`config.mk`:
```
export PLATFORM = sky130hd
export DESIGN_NAME = ethernet_ipv4_header_parser
export DESIGN_NICKNAME = d
export VERILOG_FILES = /design/src/hw/rtl/eip_pkg.sv /design/src/hw/rtl/eip_parse.sv /design/src/hw/rtl/ethernet_ipv4_header_parser.sv
export VERILOG_INCLUDE_DIRS = /design/src /design/src/hw/rtl
export SDC_FILE = /design/constraint.sdc
export NUM_CORES = 1
export LEC_CHECK = 0
export BUFFER_PORTS_ARGS = -buffer_cell sky130_fd_sc_hd__clkbuf_2
export CAP_MARGIN = 20
export CORE_MARGIN = 2
export CORE_UTILIZATION = 55
export DETAILED_ROUTE_END_ITERATION = 10
export HOLD_SLACK_MARGIN = 0.03
export PLACE_DENSITY = 0.73
export SLEW_MARGIN = 5
export SYNTH_ARGS = -nofsm -noshare
export SYNTH_HDL_FRONTEND = slang
export SYNTH_HIERARCHICAL = 1
export SYNTH_SLANG_ARGS = --single-unit
```
`constraint.sdc`:
```
create_clock -name clk -period 10.65 [get_ports clk]
set_input_delay 2.13 -clock clk [delete_from_list [all_inputs] [get_ports clk]]
set_output_delay 2.13 -clock clk [all_outputs]
set_load 0.05 [all_outputs]
```
`src/hw/rtl/assert_macros.svh`:
```
// Assertion helpers for the RTL.
`ifndef ASSERT_MACROS_SVH
`define ASSERT_MACROS_SVH

// Checked on every clock edge outside reset.
`define EIP_ASSERT(lbl, prop, msg) \
  lbl: assert property (@(posedge clk) disable iff (!rst_n) (prop)) else $error(msg);

// Checked on every clock edge, reset included.
`define EIP_ASSERT_ALWAYS(lbl, prop, msg) \
  lbl: assert property (@(posedge clk) (prop)) else $error(msg);

`endif

```
`src/hw/rtl/eip_pkg.sv`:
```
package eip_pkg;

  // Packet class codes
  localparam logic [2:0] CLASS_NONE  = 3'd0;
  localparam logic [2:0] CLASS_TCP   = 3'd1;
  localparam logic [2:0] CLASS_UDP   = 3'd2;
  localparam logic [2:0] CLASS_ICMP  = 3'd3;
  localparam logic [2:0] CLASS_OTHER = 3'd4;

  // Header layout and limits
  localparam logic [15:0] ETYPE_IPV4  = 16'h0800;
  localparam logic [15:0] ETH_HDR_LEN = 16'd14;
  localparam logic [15:0] IP_MIN_LEN  = 16'd20;
  localparam logic [15:0] TCP_MIN_LEN = 16'd20;
  localparam logic [15:0] UDP_MIN_LEN = 16'd8;
  localparam logic [15:0] ICMP_MIN_LEN = 16'd4;
  localparam logic [15:0] OFF_MAX     = 16'hffff;

  // Protocol numbers
  localparam logic [7:0] PROTO_ICMP = 8'd1;
  localparam logic [7:0] PROTO_TCP  = 8'd6;
  localparam logic [7:0] PROTO_UDP  = 8'd17;

  // Byte offsets within the frame; REL_FLAGS is relative to the payload start
  localparam logic [15:0] OFF_ETYPE_HI = 16'd12;
  localparam logic [15:0] OFF_ETYPE_LO = 16'd13;
  localparam logic [15:0] OFF_IHL      = 16'd14;
  localparam logic [15:0] OFF_LEN_HI   = 16'd16;
  localparam logic [15:0] OFF_LEN_LO   = 16'd17;
  localparam logic [15:0] OFF_PROTO    = 16'd23;
  localparam logic [15:0] OFF_SRC_LO   = 16'd26;
  localparam logic [15:0] OFF_SRC_HI   = 16'd29;
  localparam logic [15:0] OFF_DST_LO   = 16'd30;
  localparam logic [15:0] OFF_DST_HI   = 16'd33;
  localparam logic [16:0] REL_FLAGS    = 17'd13;

  // One parsed frame summary
  typedef struct packed {
    logic [2:0]  packet_class;
    logic [7:0]  ip_protocol;
    logic [31:0] source_address;
    logic [31:0] destination_address;
    logic [15:0] total_length;
    logic [15:0] source_port;
    logic [15:0] destination_port;
    logic [4:0]  tcp_flags;
    logic [7:0]  icmp_type;
    logic [7:0]  icmp_code;
  } res_t;

endpackage

```
`src/hw/rtl/eip_parse.sv`:
```
module eip_parse
  import eip_pkg::*;
(
  input  logic       clk,
  input  logic       rst_n,
  input  logic       take,
  input  logic [7:0] data_byte,
  input  logic       last_byte,
  output res_t       res
);

  logic [15:0] off_r, off_nxt;
  logic [15:0] kind_r, kind_nxt;
  logic [5:0]  hl_r, hl_nxt;
  logic [7:0]  proto_r, proto_nxt;
  logic [15:0] len_r, len_nxt;
  logic [31:0] src_r, src_nxt;
  logic [31:0] dst_r, dst_nxt;
  logic [15:0] first_r, first_nxt;
  logic [15:0] second_r, second_nxt;
  logic [7:0]  flag_r, flag_nxt;

  logic [16:0] pay_base;
  logic [16:0] rel;
  logic        in_pay;
  logic [15:0] rem;
  logic [15:0] prem;
  logic        ip_ok;

  // Header field capture for the byte at the current offset
  always_comb begin
    kind_nxt   = kind_r;
    len_nxt    = len_r;
    proto_nxt  = proto_r;
    src_nxt    = src_r;
    dst_nxt    = dst_r;
    first_nxt  = first_r;
    second_nxt = second_r;
    flag_nxt   = flag_r;

    if (off_r == OFF_ETYPE_HI) kind_nxt[15:8] = data_byte;
    if (off_r == OFF_ETYPE_LO) kind_nxt[7:0] = data_byte;
    hl_nxt = (off_r == OFF_IHL) ? {data_byte[3:0], 2'b00} : hl_r;
    if (off_r == OFF_LEN_HI) len_nxt[15:8] = data_byte;
    if (off_r == OFF_LEN_LO) len_nxt[7:0] = data_byte;
    if (off_r == OFF_PROTO) proto_nxt = data_byte;
    if (off_r >= OFF_SRC_LO && off_r <= OFF_SRC_HI) src_nxt = {src_r[23:0], data_byte};
    if (off_r >= OFF_DST_LO && off_r <= OFF_DST_HI) dst_nxt = {dst_r[23:0], data_byte};

    // Payload capture; a fresh IHL at offset 14 already moves the payload start
    pay_base = {1'b0, ETH_HDR_LEN} + {11'd0, hl_nxt};
    in_pay   = {1'b0, off_r} >= pay_base;
    rel      = {1'b0, off_r} - pay_base;
    if (in_pay) begin
      if (rel == 17'd0) first_nxt[15:8] = data_byte;
      if (rel == 17'd1) first_nxt[7:0] = data_byte;
      if (rel == 17'd2) second_nxt[15:8] = data_byte;
      if (rel == 17'd3) second_nxt[7:0] = data_byte;
      if (rel == REL_FLAGS) flag_nxt = data_byte;
    end

    // Byte count saturates
    off_nxt = (off_r != OFF_MAX) ? off_r + 16'd1 : off_r;
  end

  // Classification of the frame ending with this byte
  always_comb begin
    rem   = off_nxt - ETH_HDR_LEN;
    prem  = rem - {10'd0, hl_nxt};
    ip_ok = (off_nxt >= ETH_HDR_LEN) && (kind_nxt == ETYPE_IPV4) &&
            (rem >= IP_MIN_LEN) && (rem >= {10'd0, hl_nxt});
    res = '0;
    if (ip_ok) begin
      res.ip_protocol         = proto_nxt;
      res.source_address      = src_nxt;
      res.destination_address = dst_nxt;
      res.total_length        = len_nxt;
      if (proto_nxt == PROTO_TCP && prem >= TCP_MIN_LEN) begin
        res.packet_class     = CLASS_TCP;
        res.source_port      = first_nxt;
        res.destination_port = second_nxt;
        res.tcp_flags        = flag_nxt[4:0];
      end else if (proto_nxt == PROTO_UDP && prem >= UDP_MIN_LEN) begin
        res.packet_class     = CLASS_UDP;
        res.source_port      = first_nxt;
        res.destination_port = second_nxt;
      end else if (proto_nxt == PROTO_ICMP && prem >= ICMP_MIN_LEN) begin
        res.packet_class = CLASS_ICMP;
        res.icmp_type    = first_nxt[15:8];
        res.icmp_code    = first_nxt[7:0];
      end else begin
        res.packet_class = CLASS_OTHER;
      end
    end
  end

  // Frame state; cleared after the final byte
  always_ff @(posedge clk) begin
    if (!rst_n) begin
      off_r    <= '0;
      kind_r   <= '0;
      hl_r     <= '0;
      proto_r  <= '0;
      len_r    <= '0;
      src_r    <= '0;
      dst_r    <= '0;
      first_r  <= '0;
      second_r <= '0;
      flag_r   <= '0;
    end else if (take) begin
      if (last_byte) begin
        off_r    <= '0;
        kind_r   <= '0;
        hl_r     <= '0;
        proto_r  <= '0;
        len_r    <= '0;
        src_r    <= '0;
        dst_r    <= '0;
        first_r  <= '0;
        second_r <= '0;
        flag_r   <= '0;
      end else begin
        off_r    <= off_nxt;
        kind_r   <= kind_nxt;
        hl_r     <= hl_nxt;
        proto_r  <= proto_nxt;
        len_r    <= len_nxt;
        src_r    <= src_nxt;
        dst_r    <= dst_nxt;
        first_r  <= first_nxt;
        second_r <= second_nxt;
        flag_r   <= flag_nxt;
      end
    end
  end

endmodule

```
`src/hw/rtl/ethernet_ipv4_header_parser.sv`:
```
// Ethernet / IPv4 header parser.
// Input channel: one frame byte per transfer (in_data_byte, in_last_byte),
// in wire order, in_last_byte set on the final byte of the frame.
// Result channel: one summary per frame (class, protocol, addresses, total
// length, ports, TCP flags, ICMP type/code), sent after the final byte.
// Throughput: one byte per cycle while the input channel is not stalled.
// Each byte passes an input register and then the field capture and
// classification logic; the summary of the final byte goes to the result
// register. The receiver may stall the result register; bytes that are not
// final keep flowing, and a final byte waits in the input register, which
// stalls the input channel, until the pending result is taken.
// Reset clears the byte counter, all captured fields and both valid flags;
// the first byte after reset is offset zero of a new frame.
`include "assert_macros.svh"

module ethernet_ipv4_header_parser
  import eip_pkg::*;
(
  input  logic        clk,
  input  logic        rst_n,
  input  logic        in_valid,
  output logic        in_stall,
  input  logic [7:0]  in_data_byte,
  input  logic        in_last_byte,
  output logic        out_valid,
  input  logic        out_stall,
  output logic [2:0]  out_packet_class,
  output logic [7:0]  out_ip_protocol,
  output logic [31:0] out_source_address,
  output logic [31:0] out_destination_address,
  output logic [15:0] out_total_length,
  output logic [15:0] out_source_port,
  output logic [15:0] out_destination_port,
  output logic [4:0]  out_tcp_flags,
  output logic [7:0]  out_icmp_type,
  output logic [7:0]  out_icmp_code
);

  logic       s1_valid_r;
  logic [7:0] s1_data_r;
  logic       s1_last_r;
  logic       s1_go;
  logic       take;
  logic       out_valid_r;
  res_t       res;
  res_t       res_r;

  // A final byte may only move on when the result slot can take it
  assign s1_go    = !(out_valid_r && out_stall && s1_last_r);
  assign in_stall = s1_valid_r && !s1_go;
  assign take     = s1_valid_r && s1_go;

  // Input register
  always_ff @(posedge clk) begin
    if (!rst_n) begin
      s1_valid_r <= 1'b0;
    end else if (!in_stall) begin
      s1_valid_r <= in_valid;
    end
  end

  always_ff @(posedge clk) begin
    if (in_valid && !in_stall) begin
      s1_data_r <= in_data_byte;
      s1_last_r <= in_last_byte;
    end
  end

  eip_parse u_parse (
    .clk       (clk),
    .rst_n     (rst_n),
    .take      (take),
    .data_byte (s1_data_r),
    .last_byte (s1_last_r),
    .res       (res)
  );

  // Result register
  always_ff @(posedge clk) begin
    if (!rst_n) begin
      out_valid_r <= 1'b0;
    end else if (take && s1_last_r) begin
      out_valid_r <= 1'b1;
    end else if (!out_stall) begin
      out_valid_r <= 1'b0;
    end
  end

  always_ff @(posedge clk) begin
    if (take && s1_last_r) begin
      res_r <= res;
    end
  end

  assign out_valid               = out_valid_r;
  assign out_packet_class        = res_r.packet_class;
  assign out_ip_protocol         = res_r.ip_protocol;
  assign out_source_address      = res_r.source_address;
  assign out_destination_address = res_r.destination_address;
  assign out_total_length        = res_r.total_length;
  assign out_source_port         = res_r.source_port;
  assign out_destination_port    = res_r.destination_port;
  assign out_tcp_flags           = res_r.tcp_flags;
  assign out_icmp_type           = res_r.icmp_type;
  assign out_icmp_code           = res_r.icmp_code;

  // Checks
  `EIP_ASSERT_ALWAYS(a_reset_clears_out, $past(!rst_n) |-> !out_valid_r, "result valid after reset")
  `EIP_ASSERT(a_stall_only_on_last, in_stall |-> (s1_last_r && out_valid_r && out_stall), "input stalled without a pending final byte")
  `EIP_ASSERT(a_none_is_zero, (out_valid_r && res_r.packet_class == CLASS_NONE) |-> (res_r.ip_protocol == 8'd0 && res_r.source_address == 32'd0 && res_r.total_length == 16'd0), "unrecorded frame carries fields")
  `EIP_ASSERT(a_ports_only_l4, (out_valid_r && res_r.packet_class != CLASS_TCP && res_r.packet_class != CLASS_UDP) |-> (res_r.source_port == 16'd0 && res_r.destination_port == 16'd0), "ports set for a non TCP/UDP frame")
  `EIP_ASSERT(a_class_range, out_valid_r |-> (res_r.packet_class <= CLASS_OTHER), "bad packet class")

endmodule
```
# Word level (Yosys, flattened, before mapping)
# Index checks and enable logic that the tools add are counted.
# word_totals
regBits	318
input_bits	13
word_cells	115
# classes
n_lt_le_gt_ge	11
addsub	5
bitwise_logic	2
n_mux	34
reduce_logical	21
eq_ne	16
# op_table
operator	count
two-way mux 32 bit	6
two-way mux 16 bit	8
two-way mux 8 bit	10
greater-or-equal comparator 16 x 5 -> 1 bit, second input constant	4
equality test 16 x 4 -> 1 bit, second input constant	3
equality test 16 x 5 -> 1 bit, second input constant	3
equality test 17 x 2 -> 1 bit, second input constant	2
greater-or-equal comparator 16 x 4 -> 1 bit, second input constant	2
equality test 17 x 1 -> 1 bit, second input constant	1
equality test 17 x 4 -> 1 bit, second input constant	1
greater-or-equal comparator 16 x 17 -> 1 bit	1
zero test 17 bit	1
subtractor 16 x 17 -> 17 bit	1
adder 16 x 1 -> 16 bit, second input constant	1
equality test 16 x 12 -> 1 bit, second input constant	1
greater-or-equal comparator 16 x 3 -> 1 bit, second input constant	1
greater-or-equal comparator 16 x 6 -> 1 bit	1
less-or-equal comparator 16 x 5 -> 1 bit, second input constant	1
less-or-equal comparator 16 x 6 -> 1 bit, second input constant	1
inequality test 16 bit, second input constant	1
subtractor 16 x 4 -> 16 bit, second input constant	1
subtractor 16 x 6 -> 16 bit	1
two-way mux 5 bit	3
logical AND 1 bit	14
other kinds (15)	20

# Logic depth before layout (Yosys ltp)
# depth
word_depth	9
depth_mapped	24

# Hierarchy
# The synthesis kept the hierarchy.
# by_module_without_submodules
mod	area_per_inst_um2	seq_area_each_um2	cells_per_inst	instances
eip_parse	10692.8	3263.1	1422	1
ethernet_ipv4_header_parser	4689.5	4634.4	164	1

# Least setup slack after synthesis
# Ideal clock, no wire load.
# synth_timing
path_type	in2reg
startpoint	input out_stall
endpoint	register res_r (netlist bit out_destination_address[0]), enable pin
arrival_ns	9.075
path_stages	1
slack_ns	0.879
path_buffers	0
setup_time_ns	0.696
cell_sequence	a21oi_1
# synth_between
elab_chain_len	5
# synth_rtl
element	line	source
start, declared	ethernet_ipv4_header_parser.sv:26	input logic out_stall,
logical AND 1 bit (2 in series)	ethernet_ipv4_header_parser.sv:49	assign s1_go = !(out_valid_r && out_stall && s1_last_r);
zero test 1 bit	ethernet_ipv4_header_parser.sv:49	
logical AND 1 bit	ethernet_ipv4_header_parser.sv:51	assign take = s1_valid_r && s1_go;
logical AND 1 bit	ethernet_ipv4_header_parser.sv:90	if (take && s1_last_r) begin
end signal, assigned	ethernet_ipv4_header_parser.sv:91	res_r <= res;
end, declared	ethernet_ipv4_header_parser.sv:46	res_t res_r;
# Every way passes these cells.
# A chain may end at the register's enable or synchronous reset.

# Worst setup path in the final report
# layout_timing
startpoint	register u_parse.off_r[3]
endpoint	register res_r (netlist bit out_icmp_code[4]), data pin
# layout_between
elab_chain_len	8
# layout_rtl
element	line	source
start, declared	eip_parse.sv:12	logic [15:0] off_r, off_nxt;
start signal, assigned	eip_parse.sv:123	off_r <= off_nxt;
adder 16 x 1 -> 16 bit (tied with other cells)	eip_parse.sv:63	off_nxt = (off_r != OFF_MAX) ? off_r + 16'd1 : off_r;
two-way mux 16 bit (tied with other cells)	eip_parse.sv:63	
subtractor 16 x 4 -> 16 bit (tied with other cells)	eip_parse.sv:68	rem = off_nxt - ETH_HDR_LEN;
subtractor 16 x 6 -> 16 bit (tied with other cells)	eip_parse.sv:69	prem = rem - {10'd0, hl_nxt};
greater-or-equal comparator 16 x 3 -> 1 bit / logical AND 1 bit (equally long branches)	eip_parse.sv:87, eip_parse.sv:70	
logical AND 1 bit, on equally long branches	eip_parse.sv:87, eip_parse.sv:71	
inverter 1 bit (no source line)	--	
OR reduction 4 bit (no source line)	--	
# Parallel ways exist; a longest one is shown, timed or not.

==> impl_results.md <==
- Worst skew pair latency: 520 ps
- Avg Cell Area, Syn: 9.70 um2
- Per-cell routed wire length: 19.5 um
- Post-Route WL: 40.9 mm
- Hold Crit Start: u_parse/hl_r[0]$_SDFFE_PN0P_
- F_max: 144 MHz
- Unrepaired setup endpoints after global routing: false
- CTS root buf: clkbuf_16
- Mapped cell area: 15400 um2
- # diodes: 0
- Htree depth: 2
- Synth cell count leaders: 194 x nand2_1, 165 x dfxtp_1, 153 x edfxtp_1
- Required time worst endpoint: 10890 ps
- CP endpoint kind: flop
- Crit path launch: u_parse/off_r[3]$_SDFFE_PN0P_
- Top-area cell type share of the netlist area: 29.9%
- Die Width: 171 um
- Vias in the first global route: 11600
- Clk buf depth: 3
- Global-route wire length before repair: 63.5 mm
- Routing usage on met1: 40.1%
- Initial core utilization: 55.7%
- Crit path launch type: flop
- Detailed Place HPWL: 26.3 mm
- Hold Fails Final Rpt: 0
- R2R depth: 17
- Crit Reg-Reg Endpoint: out_icmp_code[4]$_DFFE_PP_
- P&R area growth vs syn: 13.9%
- Iter 0 DRT Violations: 1246
- Total CTS buffers: 34
- TritonCTS clock tree: done
- ANT nets after route: 0
- Max_cap viols: 0
- CP Class: reg2reg
- Die height: 171 um
- Clock sinks: 318
- Initial antenna violation count: 0
- Drt drc: 0
- Final setup viols: 0
- Vias per std cell: between 6 and 7
- Crit path largest cell delay: ~780 ps
- Area leader, netlist: edfxtp_1
- Most frequent cell after synthesis: nand2_1
- Critical path's slowest cell: nor4_1
- Global route overflow: 0
- CTS resizes: 0
- Syn nets: ~1600
- Fin area: 17500 um2
- CP max FO: 93
- Slew HR: 28.9%
- Sequential-to-total area share from yosys stat: 51.3%
- Synth cell types: 73
- Critical path arrival: just over 7000 ps
- Num rows: 61
- Worst Clk Skew: between 10 and 15 ps
- Crit path cell chain: nand4_1 -> nor4_1 -> buf_4 -> o21ai_1 -> inv_1 -> ha_1 -> o21a_1 -> nor2_1 -> xnor2_1 -> ha_1 -> and3_1 -> a221oi_2 -> a21oi_1 -> o41ai_2 -> buf_4 -> a211o_1 -> nor2_1
- Synth Register Bits: 318
- Largest net degree at the start of global routing: 96
- Worst R2R Start: u_parse/off_r[3]$_SDFFE_PN0P_
- Synth Flop Type: dfxtp_1
- Syn. warnings: 6
- Gpl congestion: between 0.9 and 1
- Hold Path Sink: u_parse/hl_r[0]$_SDFFE_PN0P_
- IO buf count: 158
- Fin. max-slew vios: 0
- Core area: 27600 um2
- Worst-path clk slew: 60 ps
- Via count: 12600
- IO Pins: around 160
- Fin worst setup slack: 3720 ps
- Setup TNS: 0 ps
- Number of flops mapped to enable cells by yosys: between 150 and 200
- Worst-Margin Slew: around 1100 ps
- Ratio of final minimum period to clock period: 65.1%
- Post-synthesis instance total: between 1500 and 2000
- GRT Resource Usage Total: 27.4%
- Static leakage: 6.11 nW
- Worst slack, placed: between 3000 and 4000 ps
- CTS Hold Bufs: 0
- Worst hold path type: reg2reg
- Met3 GRT Util: under 10%
- GR peak layer: met2
- PD cells: between 100 and 150 nW/um2
- Worst vdd ir: between 0.1 and 0.15 mV
- Top cells by area, synth: edfxtp_1 30%, dfxtp_1 21%, a22oi_1 6.0%
- Post-DP Area: 16400 um2
- Final worst path period need: 6930 ps
- # Post-CTS Setup Buffers: 0
- Share of cells above drive strength 1: 15.4%
- GRT met2 Usage: 42.4%
- Hold depth: 1
- Fin Hold WS: between 400 and 500 ps
- R2R Setup Slk: 3720 ps
- Initial DRT Pass Iterations: 6
- Die area: between 20000 and 30000 um2
- Final nets: 1721
- Final Power: approximately 0.0026 W
- FFs w/ async S/R, synth: 0%
- Status: complete, no violations
## metal layers
metal  wire length, um  vias to the layer above  share of wire [%]
met4               921                        0                2.3
met5                 0                        -                  0
met3              3160                       66                7.7
met2             18500                      560                 45
li1                  -                     5923                  -
met1             18300                     6040                 45
## layout make-up
| class | instances | area [um2] |
|---|---|---|
| fill | 2284 | 10100 |
| clock buffer | 43 | 956 |
| inverter | 53 | 199 |
| tap | 378 | 473 |
| sequential | 318 | 7900 |
| clock inverter | 19 | 160 |
| timing repair buffer | 181 | 966 |
| multi-input combinational | 1100 | 6880 |
## kinds of logic (layout without fill, tap and decap cells)
logic type               Yosys count  count (layout)  synth area share [%]
AND/OR/NAND/NOR                  619             619                  21.1
AO/OA/AOI/OAI                    374             374                  16.0
flip-flops                       318             318                  51.3
buffers and inverters            168             296                  4.37
multiplexers                      63              63                  4.12
XOR/XNOR                          23              23                  1.31
adder cells (fa/ha/maj)           21              21                  1.80
## worst max path at each step
| stage | to | slack [ps] | cells after the start |
|---|---|---|---|
| 4_1_cts | u_parse/second_r[1]$_SDFFE_PN0P_ | 3910 | 19 |
| 2_1_floorplan | out_destination_address[0]$_DFFE_PP_ | 880 | 1 |
| 3_5_place_dp | out_icmp_type[0]$_DFFE_PP_ | 3950 | 18 |
| 3_3_place_gp | u_parse/second_r[3]$_SDFFE_PN0P_ | 4120 | 19 |
| 6_report | out_icmp_code[4]$_DFFE_PP_ | 3720 | 17 |
| 5_1_grt | out_icmp_type[2]$_DFFE_PP_ | 3250 | 17 |
## placed cells by master (no fill, tap or decap), drive strengths merged, types with 18 or more instances in the layout
master and n:
mux2i 61, clkbuf 200, a22oi 122, nor2 78
inv 54, ha 18, nor4 21, o21ai 40
nor2b 131, o22ai 36, buf 24, a21oi 99
nor3 58, and2 53, dfxtp 165, nand2 194
edfxtp 153
## flip-flops by register name (all words and copies together), names as in the netlist, 3 cells and up
register / cells
out_destination_address: 32
out_destination_port: 16
out_icmp_code: 8
out_icmp_type: 8
out_ip_protocol: 8
out_packet_class: 3
out_source_address: 32
out_source_port: 16
out_tcp_flags: 5
out_total_length: 16
s1_data_r: 8
u_parse/dst_r: 32
u_parse/first_r: 16
u_parse/flag_r: 5
u_parse/hl_r: 6
u_parse/kind_r: 16
u_parse/len_r: 16
u_parse/off_r: 16
u_parse/proto_r: 8
u_parse/second_r: 16
u_parse/src_r: 32
## critical path, delay by kind of cell, from the launching register on
family	cells	cell delay (ps)
adders and majority gates	2	540
DFF	1	740
buffers and inverters	3	1160
AOI/OAI and AO/OA	6	2060
and+or+nand+nor	5	1780
xor gates and xnor gates	1	230
## power by group
part            total, W  leakage [nW]  internal [W]  switching (W)
combinational  0.0000894          2.58     0.0000205      0.0000689
clock            0.00118         0.553      0.000689       0.000488
sequential       0.00129          2.99       0.00128     0.00000966
## through the flow
stage,utilization [%],cells
detailed placement,59.4,2030
global route,63.4,2092
global placement,59.4,2030
CTS,63.4,2092
finish,63.4,2092
floorplan,-,1586
No activity file was read; power rests on OpenSTA's default activity.
